### config.mk
export PLATFORM = sky130hd
export DESIGN_NAME = idq_ctrl
export DESIGN_NICKNAME = d
export VERILOG_FILES = /design/src/hw/rtl/idq_pkg.sv /design/src/hw/rtl/idq_ctrl.sv
export SDC_FILE = /design/constraint.sdc
export NUM_CORES = 1
export LEC_CHECK = 0
export BUFFER_PORTS_ARGS = -buffer_cell sky130_fd_sc_hd__buf_2
export CAP_MARGIN = 0
export CORE_ASPECT_RATIO = 1.1
export CORE_MARGIN = 10
export CORE_UTILIZATION = 31
export DETAILED_ROUTE_END_ITERATION = 8
export PLACE_DENSITY = 0.52
export SYNTH_ARGS = -nofsm -noshare
export SYNTH_HDL_FRONTEND = slang
export SYNTH_SLANG_ARGS = --single-unit
### constraint.sdc
create_clock -name clock -period 6.6 [get_ports clock]
set_clock_uncertainty 0.15 [all_clocks]
set_input_delay 1.32 -clock clock [delete_from_list [all_inputs] [get_ports clock]]
set_output_delay 1.32 -clock clock [all_outputs]
set_load 0.01 [all_outputs]
### src/hw/rtl/idq_pkg.sv
// Shared types, constants and slot arithmetic for the indexed deque engine.
`default_nettype none

package idq_pkg;

   localparam int CAPACITY = 1024;
   localparam int DATA_W   = 32;
   localparam int ADDR_W   = $clog2(CAPACITY);
   localparam int CNT_W    = $clog2(CAPACITY + 1);
   localparam int KIND_W   = 3;

   typedef enum logic [KIND_W-1:0] {
      KIND_PUSH_BACK  = 3'd0,
      KIND_POP_BACK   = 3'd1,
      KIND_PUSH_FRONT = 3'd2,
      KIND_POP_FRONT  = 3'd3,
      KIND_INSERT     = 3'd4,
      KIND_REMOVE     = 3'd5,
      KIND_READ       = 3'd6,
      KIND_CLEAR      = 3'd7
   } kind_type;

   typedef enum logic [2:0] {
      ST_IDLE,
      ST_RDVAL,
      ST_MOVE,
      ST_WRNEW,
      ST_FINISH
   } state_type;

   typedef struct packed {
      logic              wr_en;
      logic [ADDR_W-1:0] wr_addr;
      logic [DATA_W-1:0] wr_data;
      logic [ADDR_W-1:0] rd_addr;
   } mem_req_type;

   localparam logic [ADDR_W:0]   CAP_SLOTS = (ADDR_W + 1)'(CAPACITY);
   localparam logic [ADDR_W-1:0] LAST_SLOT = ADDR_W'(CAPACITY - 1);
   localparam logic [CNT_W-1:0]  CAP_COUNT = CNT_W'(CAPACITY);

   function automatic logic [ADDR_W-1:0] slot_add(input logic [ADDR_W-1:0] a,
                                                  input logic [ADDR_W-1:0] b);
      logic [ADDR_W:0] s;
      s = {1'b0, a} + {1'b0, b};
      if (s >= CAP_SLOTS) begin
         s = s - CAP_SLOTS;
      end
      return s[ADDR_W-1:0];
   endfunction

   function automatic logic [ADDR_W-1:0] slot_inc(input logic [ADDR_W-1:0] a);
      return (a == LAST_SLOT) ? '0 : a + 1'b1;
   endfunction

   function automatic logic [ADDR_W-1:0] slot_dec(input logic [ADDR_W-1:0] a);
      return (a == '0) ? LAST_SLOT : a - 1'b1;
   endfunction

endpackage

`default_nettype wire

### src/hw/rtl/idq_ctrl.sv
// Operation sequencer: decode, element shift loop, pointer and count update, result.
`default_nettype none

module idq_ctrl (
   input  wire logic                       clock,
   input  wire logic                       reset,
   input  wire logic                       start,
   output      logic                       busy,
   input  wire logic [idq_pkg::KIND_W-1:0] req_kind,
   input  wire logic [idq_pkg::CNT_W-1:0]  req_position,
   input  wire logic [idq_pkg::DATA_W-1:0] req_value_in,
   output      logic                       rsp_valid,
   output      logic [idq_pkg::DATA_W-1:0] rsp_value_out,
   output      logic                       rsp_data_valid,
   output      logic                       rsp_done_res,
   output      logic [idq_pkg::CNT_W-1:0]  rsp_count,
   output      idq_pkg::mem_req_type       mem_req,
   input  wire logic [idq_pkg::DATA_W-1:0] rd_data
);

   idq_pkg::state_type state_ff, state_in;
   logic [idq_pkg::ADDR_W-1:0] front_ff, front_in;
   logic [idq_pkg::CNT_W-1:0]  count_ff, count_in;
   logic [idq_pkg::ADDR_W-1:0] rd_ptr_ff, rd_ptr_in;
   logic [idq_pkg::ADDR_W-1:0] last_ff, last_in;
   logic [idq_pkg::ADDR_W-1:0] tgt_ff, tgt_in;
   logic [idq_pkg::CNT_W-1:0]  rem_ff, rem_in;
   logic                       up_ff, up_in;
   logic                       wr_pend_ff, wr_pend_in;
   logic                       cap_ff, cap_in;
   logic                       ins_ff, ins_in;
   logic [idq_pkg::DATA_W-1:0] val_ff, val_in;
   logic [idq_pkg::DATA_W-1:0] vin_ff, vin_in;
   logic                       done_ff, done_in;
   logic                       dv_ff, dv_in;
   logic                       rsp_valid_ff, rsp_valid_in;
   logic [idq_pkg::DATA_W-1:0] rsp_value_ff, rsp_value_in;
   logic                       rsp_dv_ff, rsp_dv_in;
   logic                       rsp_done_ff, rsp_done_in;
   logic [idq_pkg::CNT_W-1:0]  rsp_count_ff, rsp_count_in;

   idq_pkg::kind_type          kind;
   logic [idq_pkg::CNT_W-1:0]  pos_eff;
   logic [idq_pkg::ADDR_W-1:0] pos_a;
   logic [idq_pkg::ADDR_W-1:0] cnt_m1_a;
   logic [idq_pkg::ADDR_W-1:0] at_pos;
   logic [idq_pkg::CNT_W-1:0]  half;
   logic                       is_ins, is_rem, is_read;
   logic                       ins_ok, rem_ok, rd_ok;

   assign kind     = idq_pkg::kind_type'(req_kind);
   assign half     = count_ff >> 1;
   assign pos_a    = pos_eff[idq_pkg::ADDR_W-1:0];
   assign cnt_m1_a = idq_pkg::ADDR_W'(count_ff - 1'b1);
   assign at_pos   = idq_pkg::slot_add(front_ff, pos_a);
   assign ins_ok   = (pos_eff <= count_ff) && (count_ff < idq_pkg::CAP_COUNT);
   assign rem_ok   = (count_ff != '0) && (pos_eff < count_ff);
   assign rd_ok    = pos_eff < count_ff;
   assign busy     = state_ff != idq_pkg::ST_IDLE;

   always_comb begin
      pos_eff = req_position;
      is_ins  = 1'b0;
      is_rem  = 1'b0;
      is_read = 1'b0;
      unique case (kind)
         idq_pkg::KIND_PUSH_BACK: begin
            pos_eff = count_ff;
            is_ins  = 1'b1;
         end
         idq_pkg::KIND_POP_BACK: begin
            pos_eff = count_ff - 1'b1;
            is_rem  = 1'b1;
         end
         idq_pkg::KIND_PUSH_FRONT: begin
            pos_eff = '0;
            is_ins  = 1'b1;
         end
         idq_pkg::KIND_POP_FRONT: begin
            pos_eff = '0;
            is_rem  = 1'b1;
         end
         idq_pkg::KIND_INSERT: begin
            is_ins = 1'b1;
         end
         idq_pkg::KIND_REMOVE: begin
            is_rem = 1'b1;
         end
         idq_pkg::KIND_READ: begin
            is_read = 1'b1;
         end
         idq_pkg::KIND_CLEAR: begin
         end
         default: begin
         end
      endcase
   end

   always_comb begin
      state_in     = state_ff;
      front_in     = front_ff;
      count_in     = count_ff;
      rd_ptr_in    = rd_ptr_ff;
      last_in      = last_ff;
      tgt_in       = tgt_ff;
      rem_in       = rem_ff;
      up_in        = up_ff;
      wr_pend_in   = 1'b0;
      cap_in       = 1'b0;
      ins_in       = ins_ff;
      val_in       = cap_ff ? rd_data : val_ff;
      vin_in       = vin_ff;
      done_in      = done_ff;
      dv_in        = dv_ff;
      rsp_valid_in = 1'b0;
      rsp_value_in = rsp_value_ff;
      rsp_dv_in    = rsp_dv_ff;
      rsp_done_in  = rsp_done_ff;
      rsp_count_in = rsp_count_ff;
      mem_req      = '0;

      unique case (state_ff)
         idq_pkg::ST_IDLE: begin
            if (start) begin
               vin_in   = req_value_in;
               done_in  = 1'b0;
               dv_in    = 1'b0;
               ins_in   = 1'b0;
               rem_in   = '0;
               state_in = idq_pkg::ST_FINISH;
               if (is_ins) begin
                  if (ins_ok) begin
                     done_in  = 1'b1;
                     ins_in   = 1'b1;
                     count_in = count_ff + 1'b1;
                     state_in = idq_pkg::ST_MOVE;
                     if (pos_eff <= half) begin
                        front_in  = idq_pkg::slot_dec(front_ff);
                        rd_ptr_in = front_ff;
                        tgt_in    = idq_pkg::slot_add(idq_pkg::slot_dec(front_ff), pos_a);
                        rem_in    = pos_eff;
                        up_in     = 1'b1;
                     end else begin
                        rd_ptr_in = idq_pkg::slot_add(front_ff, cnt_m1_a);
                        tgt_in    = at_pos;
                        rem_in    = count_ff - pos_eff;
                        up_in     = 1'b0;
                     end
                  end
               end else if (is_rem) begin
                  if (rem_ok) begin
                     done_in  = 1'b1;
                     dv_in    = 1'b1;
                     count_in = count_ff - 1'b1;
                     tgt_in   = at_pos;
                     state_in = idq_pkg::ST_RDVAL;
                     if (pos_eff < half) begin
                        front_in  = idq_pkg::slot_inc(front_ff);
                        rd_ptr_in = idq_pkg::slot_dec(at_pos);
                        rem_in    = pos_eff;
                        up_in     = 1'b0;
                     end else begin
                        rd_ptr_in = idq_pkg::slot_inc(at_pos);
                        rem_in    = count_ff - 1'b1 - pos_eff;
                        up_in     = 1'b1;
                     end
                  end
               end else if (is_read) begin
                  if (rd_ok) begin
                     done_in  = 1'b1;
                     dv_in    = 1'b1;
                     tgt_in   = at_pos;
                     state_in = idq_pkg::ST_RDVAL;
                  end
               end else begin
                  count_in = '0;
                  front_in = '0;
                  done_in  = 1'b1;
               end
            end
         end
         idq_pkg::ST_RDVAL: begin
            mem_req.rd_addr = tgt_ff;
            cap_in          = 1'b1;
            state_in        = idq_pkg::ST_MOVE;
         end
         idq_pkg::ST_MOVE: begin
            if (rem_ff != '0) begin
               mem_req.rd_addr = rd_ptr_ff;
               last_in         = rd_ptr_ff;
               rd_ptr_in       = up_ff ? idq_pkg::slot_inc(rd_ptr_ff)
                                       : idq_pkg::slot_dec(rd_ptr_ff);
               rem_in          = rem_ff - 1'b1;
               wr_pend_in      = 1'b1;
            end
            if (wr_pend_ff) begin
               mem_req.wr_en   = 1'b1;
               mem_req.wr_addr = up_ff ? idq_pkg::slot_dec(last_ff)
                                       : idq_pkg::slot_inc(last_ff);
               mem_req.wr_data = rd_data;
            end
            if ((rem_ff == '0) && !wr_pend_ff) begin
               state_in = ins_ff ? idq_pkg::ST_WRNEW : idq_pkg::ST_FINISH;
            end
         end
         idq_pkg::ST_WRNEW: begin
            mem_req.wr_en   = 1'b1;
            mem_req.wr_addr = tgt_ff;
            mem_req.wr_data = vin_ff;
            state_in        = idq_pkg::ST_FINISH;
         end
         idq_pkg::ST_FINISH: begin
            rsp_valid_in = 1'b1;
            rsp_value_in = dv_ff ? val_ff : '0;
            rsp_dv_in    = dv_ff;
            rsp_done_in  = done_ff;
            rsp_count_in = count_ff;
            state_in     = idq_pkg::ST_IDLE;
         end
         default: begin
            state_in = idq_pkg::ST_IDLE;
         end
      endcase
   end

   always_ff @(posedge clock) begin
      if (reset) begin
         state_ff     <= idq_pkg::ST_IDLE;
         front_ff     <= '0;
         count_ff     <= '0;
         rem_ff       <= '0;
         wr_pend_ff   <= 1'b0;
         cap_ff       <= 1'b0;
         ins_ff       <= 1'b0;
         rsp_valid_ff <= 1'b0;
      end else begin
         state_ff     <= state_in;
         front_ff     <= front_in;
         count_ff     <= count_in;
         rem_ff       <= rem_in;
         wr_pend_ff   <= wr_pend_in;
         cap_ff       <= cap_in;
         ins_ff       <= ins_in;
         rsp_valid_ff <= rsp_valid_in;
      end
   end

   always_ff @(posedge clock) begin
      rd_ptr_ff    <= rd_ptr_in;
      last_ff      <= last_in;
      tgt_ff       <= tgt_in;
      up_ff        <= up_in;
      val_ff       <= val_in;
      vin_ff       <= vin_in;
      done_ff      <= done_in;
      dv_ff        <= dv_in;
      rsp_value_ff <= rsp_value_in;
      rsp_dv_ff    <= rsp_dv_in;
      rsp_done_ff  <= rsp_done_in;
      rsp_count_ff <= rsp_count_in;
   end

   assign rsp_valid      = rsp_valid_ff;
   assign rsp_value_out  = rsp_value_ff;
   assign rsp_data_valid = rsp_dv_ff;
   assign rsp_done_res   = rsp_done_ff;
   assign rsp_count      = rsp_count_ff;

endmodule

`default_nettype wire

======== Yosys cells after proc, flatten, opt, wreduce, memory -nomap -nowiden ========
Index checks and enable logic that the tools add are counted.
word-level totals
  output and inout port bits .............. 100
  bits of input ports ..................... 81
  logic and storage cells ................. 191
  register bits after elaboration ......... 181
cells by class
  add/sub/neg operators ................... 19
  reductions and logical operators ........ 32
  bitwise logic cells ..................... 1
  magnitude comparators ................... 8
  eq/ne operators ......................... 25
  muxes and demuxes ....................... 86
operator list
  kind                                                       count
  two-way mux 10 bit                                         36
  two-way mux 11 bit                                         13
  one-hot mux 43 bit (2 select lines)                        1
  subtractor 10 x 1 -> 10 bit, second input constant         7
  two-way mux 43 bit                                         1
  adder 10 x 1 -> 10 bit, second input constant              4
  == test 10 bit, second input constant                      4
  logical NOT 10 bit                                         4
  one-hot mux 10 bit (2 select lines)                        2
  adder 10 x 10 -> 11 bit                                    3
  greater-or-equal comparator 11 bit, second input constant  3
  one-hot mux 11 bit (3 select lines)                        1
  two-way mux 3 bit                                          9
  one-hot mux 11 bit (2 select lines)                        1
  nonzero test 11 bit                                        2
  subtractor 11 x 1 -> 11 bit, second input constant         2
  subtractor 11 bit                                          2
  two-way mux 1 bit                                          21
  == test 3 x 2 -> 1 bit, second input constant              4
  == test 3 bit, second input constant                       4
  != test 3 bit, second input constant                       4
  one-hot mux 3 bit (4 select lines)                         1
  AND reduction 6 bit                                        2
  adder 11 x 1 -> 11 bit, second input constant              1
  other kinds (22)                                           39

======== Longest topological paths before layout ========
  word-level depth ........................ 14
  gate-level depth with buffers ........... 22
  mapped depth without buffers ............ 18

======== Worst setup path after synthesis ========
OpenSTA, ideal clock, no wires.
  kind .................................... input port to flip-flop
  start point ............................. input port req_kind[2] (netlist name)
  end point ............................... register rd_ptr_ff[3] (netlist name), data pin
  buffers on the path ..................... 1
  stages .................................. 15
  setup time .............................. 0.141 ns
  required time ........................... 6.309 ns
  setup slack ............................. 1.131 ns
  arrival time ............................ 5.178 ns
  cells stage by stage .................... clkbuf_1 or2_2 a211oi_1 a21oi_1 inv_1 ha_1 a21o_1 a21oi_1 xnor2_1 or2_2 or4_1 nor4_4 nor3_1 o32a_1 a21oi_2
between the ends
  longest elaborated chain between the ends .. 14
  elaborated cells on any way between the ends .. 29
  those cells by class .................... add/sub: 4; order compare: 3; eq/ne: 5; mux: 13; reduce/logical: 4
ends and longest elaborated chain
  what                                                                               RTL line                      text
  from (decl)                                                                        idq_ctrl.sv:9                 input wire logic [idq_pkg::KIND_W-1:0] req_kind,
  == test 3 x 2 -> 1 bit                                                             idq_ctrl.sv:66                unique case (kind)
  OR reduction 2 bit (no source line)                                                --
  one-hot mux 11 bit (3 select lines)                                                idq_ctrl.sv:66
  adder 10 x 10 -> 11 bit                                                            idq_pkg.sv:45                 s = {1'b0, a} + {1'b0, b};
  subtractor 10 x 1 -> 10 bit or greater-or-equal comparator 11 bit (tied branches)  idq_pkg.sv:47, idq_pkg.sv:46
  two-way mux 10 bit                                                                 idq_pkg.sv:46                 if (s >= CAP_SLOTS) begin
  adder 10 x 1 -> 10 bit (tied with other cells)                                     idq_pkg.sv:53                 return (a == LAST_SLOT) ? '0 : a + 1'b1;
  two-way mux 10 bit (on tied branches)                                              idq_pkg.sv:53, idq_pkg.sv:57
  two-way mux 10 bit                                                                 idq_ctrl.sv:157               if (pos_eff < half) begin
  two-way mux 10 bit                                                                 idq_ctrl.sv:151               if (rem_ok) begin
  two-way mux 10 bit                                                                 idq_ctrl.sv:150               end else if (is_rem) begin
  two-way mux 10 bit (*)                                                             idq_ctrl.sv:131               if (is_ins) begin
  two-way mux 10 bit (*)                                                             idq_ctrl.sv:124               if (start) begin
  one-hot mux 10 bit (2 select lines) (*)                                            idq_ctrl.sv:122               unique case (state_ff)
  named net rd_ptr_in, one bit                                                       idq_ctrl.sv:24                logic [idq_pkg::ADDR_W-1:0] rd_ptr_ff, rd_ptr_in;
  to (signal assigned)                                                               idq_ctrl.sv:249               rd_ptr_ff <= rd_ptr_in;
  to (decl)                                                                          idq_ctrl.sv:24
Mark *: on every way through the listed nets, which the timed path passes. The rest lies on a longest branch. The select of a mux whose other input is x is not followed.
A chain may end at the register's enable or synchronous reset.

======== Worst setup path in the final report ========
  start point ............................. input port req_kind[0] (netlist name)
  end point ............................... register rd_ptr_ff[4] (netlist name), data pin
Same word-level chain as after synthesis.

==> flow_summary.json <==
{
  "run_status": "finished clean",
  "drt-wirelength-per-cell_um": 20.0,
  "grt_pass1_vias": 10251,
  "cts_sinks": 181,
  "final.fill_count": 3992,
  "core_area_mm2": 0.0390,
  "switchingPower_w": 0.00123,
  "rows": 76,
  "port_buffers": 180,
  "yosysWarnings": 0,
  "synthArstFlopShare": 0,
  "ys_seq_area_frac": 0.415,
  "pin_count": 181,
  "final_core_util": 0.366,
  "p_int_w": 0.00230,
  "min_period_ps": 5770,
  "drc_errors": 0,
  "hp-class": "flip-flop to flip-flop",
  "postCtsSetupBuffers": 0,
  "numCtsBuffers": 17,
  "final_cell_mix": "180 x buf_2, 142 x edfxtp_1, 119 x nand2_1, 98 x nor2_1, 74 x a21oi_1",
  "p_comb_frac": 0.304,
  "n_antenna_cell": 0,
  "grt_pass1_wl_mm": 60.6,
  "cts_hold_buf": 0,
  "p_per_area_mw_per_mm2": 248,
  "critPathLaunchType": "input pin",
  "worst_slew_pin_slew_ps": 1030,
  "worstSetupPathType": "input pin to flip-flop",
  "floorplan.initialDensity": 0.312,
  "ctsResizeCount": 0,
  "slew-limit-headroom": 0.315,
  "dp_hpwl_mm": 29.7,
  "cts_buffer_depth": 2,
  "drive_above_1_share": 0.184,
  "slew_violations": 0,
  "synth_edf_count": 142,
  "ant_nets": 0,
  "leakage_nw": 5.75,
  "avgSynthCellArea_um2": 9.49,
  "critPathMaxFanout": 20,
  "setup_violations": 0,
  "end_kind": "flip-flop",
  "syn_area_mm2": 0.0122,
  "grt-ovfl-total": 0,
  "post-route-period-util": 0.874,
  "gp_congestion": 0.894,
  "final-hold-violation-count": 0,
  "antenna_found_initial": 0,
  "syn2layout_area_growth_pct": 17.3,
  "wl_mm": 39.2,
  "p_sw_frac": 0.349,
  "synth-main-ff-cell": "edfxtp_1",
  "synth_cell_types": 82,
  "required_ps": 6640,
  "grt_use_total": 0.160,
  "final_common_cell": "buf_2",
  "clkTransAtPathRegs_ps": 80,
  "synth_seq_cells": 181,
  "htree_levels": 4,
  "syn_inst": 1282,
  "clk_latency_ps": 450,
  "drt-initial-drc-count": 769,
  "firstDrtPassIters": 5,
  "fin_nets": 1602,
  "rsz0062_at_grt": "no",
  "pwr-share-seq": 0.393,
  "synth_nets": 1441,
  "tns_ps": 0,
  "dieArea_mm2": 0.0476,
  "cts_tree": "built",
  "hold_ws_ps": 273,
  "root_buffer": "clkbuf_16",
  "max_freq_mhz": 173,
  "vdd_ir_drop_max_v": 0.000184,
  "drv_cap": 0,
  "grt_max_degree": 44,
  "pwr-share-clk": 0.303,
  "viasPerCell": 5.32,
  "die_h_um": 228,
  "cp_data_arrival_time_ps": 5810,
  "die_x_um": 209,
  "num_vias": 10442
}
[sequential cells by signal, indices dropped and copies added, names as in the netlist, 3 cells and up]
signal and flops:
rd_ptr_ff 10, rem_ff 11, count_ff 11, front_ff 10, val_ff 32, vin_ff 32
tgt_ff 10, rsp_value_out 32, state_ff 3, rsp_count 11, last_ff 10
[area by class of cell]
cell class | count | area, µm² | area share
Multi-Input combinational cell | 973 | 6630 | 0.464
Sequential cell | 181 | 5040 | 0.353
Timing Repair Buffer | 212 | 1140 | 0.0799
Tap cell | 507 | 634 | 0.0444
Clock buffer | 18 | 429 | 0.0301
Inverter | 58 | 218 | 0.0152
Clock inverter | 14 | 185 | 0.0130
[synthesized netlist by cell type (5+ instances only)]
library cell | number | area share
nand2b_1 | 13 | 0.0067
o21a_1 | 7 | 0.0043
nor2b_1 | 8 | 0.0041
o21ai_0 | 73 | 0.030
a21o_1 | 16 | 0.0099
dfxtp_1 | 39 | 0.064
nor2_1 | 98 | 0.030
buf_2 | 6 | 0.0025
a221oi_1 | 9 | 0.0065
and3_1 | 14 | 0.0072
a31oi_1 | 9 | 0.0046
a21oi_1 | 74 | 0.030
o22ai_1 | 11 | 0.0057
nand4_1 | 8 | 0.0041
a22o_1 | 49 | 0.035
xor2_1 | 33 | 0.024
a22oi_1 | 11 | 0.0068
nand3_1 | 34 | 0.014
a211oi_1 | 15 | 0.0093
and2_1 | 41 | 0.021
o31ai_1 | 10 | 0.0062
nor3b_1 | 5 | 0.0031
inv_1 | 57 | 0.018
nor3_1 | 39 | 0.016
or2_2 | 5 | 0.0026
a311oi_1 | 9 | 0.0065
nor4_1 | 8 | 0.0041
mux2i_1 | 13 | 0.011
or3_1 | 11 | 0.0057
a211o_1 | 5 | 0.0036
fa_1 | 5 | 0.0082
xnor2_1 | 66 | 0.048
ha_1 | 73 | 0.075
o211ai_1 | 6 | 0.0037
edfxtp_1 | 142 | 0.35
o221ai_1 | 6 | 0.0043
or4_1 | 5 | 0.0031
clkbuf_1 | 57 | 0.018
nand2_1 | 119 | 0.037
[power by group through the flow]
stage	logic (W)	clock network (W)	registers (W)
2_1_floorplan	0.000747	0	0.00140
3_3_place_gp	0.00106	0	0.00141
3_5_place_dp	0.00107	0	0.00142
4_1_cts	0.00108	0.00111	0.00139
5_1_grt	0.00119	0.00115	0.00140
6_report	0.00108	0.00107	0.00139
[cells by family (layout without fill, tap and decap cells)]
logic type	Yosys count	after routing	share of synthesized area
AO/OA/AOI/OAI	355	355	0.201
XOR/XNOR	100	100	0.0726
adder cells (fa/ha/maj)	78	78	0.0833
buffers and inverters	128	302	0.0421
flip-flops	181	181	0.415
multiplexers	16	16	0.0135
AND/OR/NAND/NOR	424	424	0.173
[metal layers]
layer | GRT usage | vias to the layer above | routed length, µm
met3 | 0.0332 | 34 | 2290
met4 | 0.0425 | 0 | 686
met2 | 0.255 | 351 | 17900
met5 | 0 | - | 0
met1 | 0.214 | 4985 | 18300
li1 | - | 5072 | -
[final timing paths]
check                           cells past startpoint  slack (ps)      endpoint         from
worst max-delay path                               17         830  rd_ptr_ff[4]  req_kind[0]
worst min-delay path                                0         270  rsp_done_res      done_ff
worst max register to register                     19         920  rd_ptr_ff[4]  count_ff[1]
worst min register to register                      0         270  rsp_done_res      done_ff
[per-stage QoR]
stage	setup WS (ps)	instances	power, W	cell area (µm²)
3_5_place_dp	381	1931	0.00249	13700
2_1_floorplan	1130	1282	0.00215	12200
3_3_place_gp	450	1931	0.00248	13700
6_report	834	1963	0.00354	14300
4_1_cts	881	1963	0.00357	14300
5_1_grt	531	1963	0.00374	14300
[critical path, stage by stage]
cell and delay [ps]:
buf_2 320, or4bb_1 570, nor2_1 140, xnor2_1 80
a22oi_1 590, inv_1 340, ha_1 380, a21o_1 170
a21oi_1 150, inv_1 100, nor2_1 110, o21a_1 530
buf_4 250, mux2i_1 250, o22ai_1 120, a311oi_1 310
a21oi_1 60
Power figures use the tool's default switching activity.
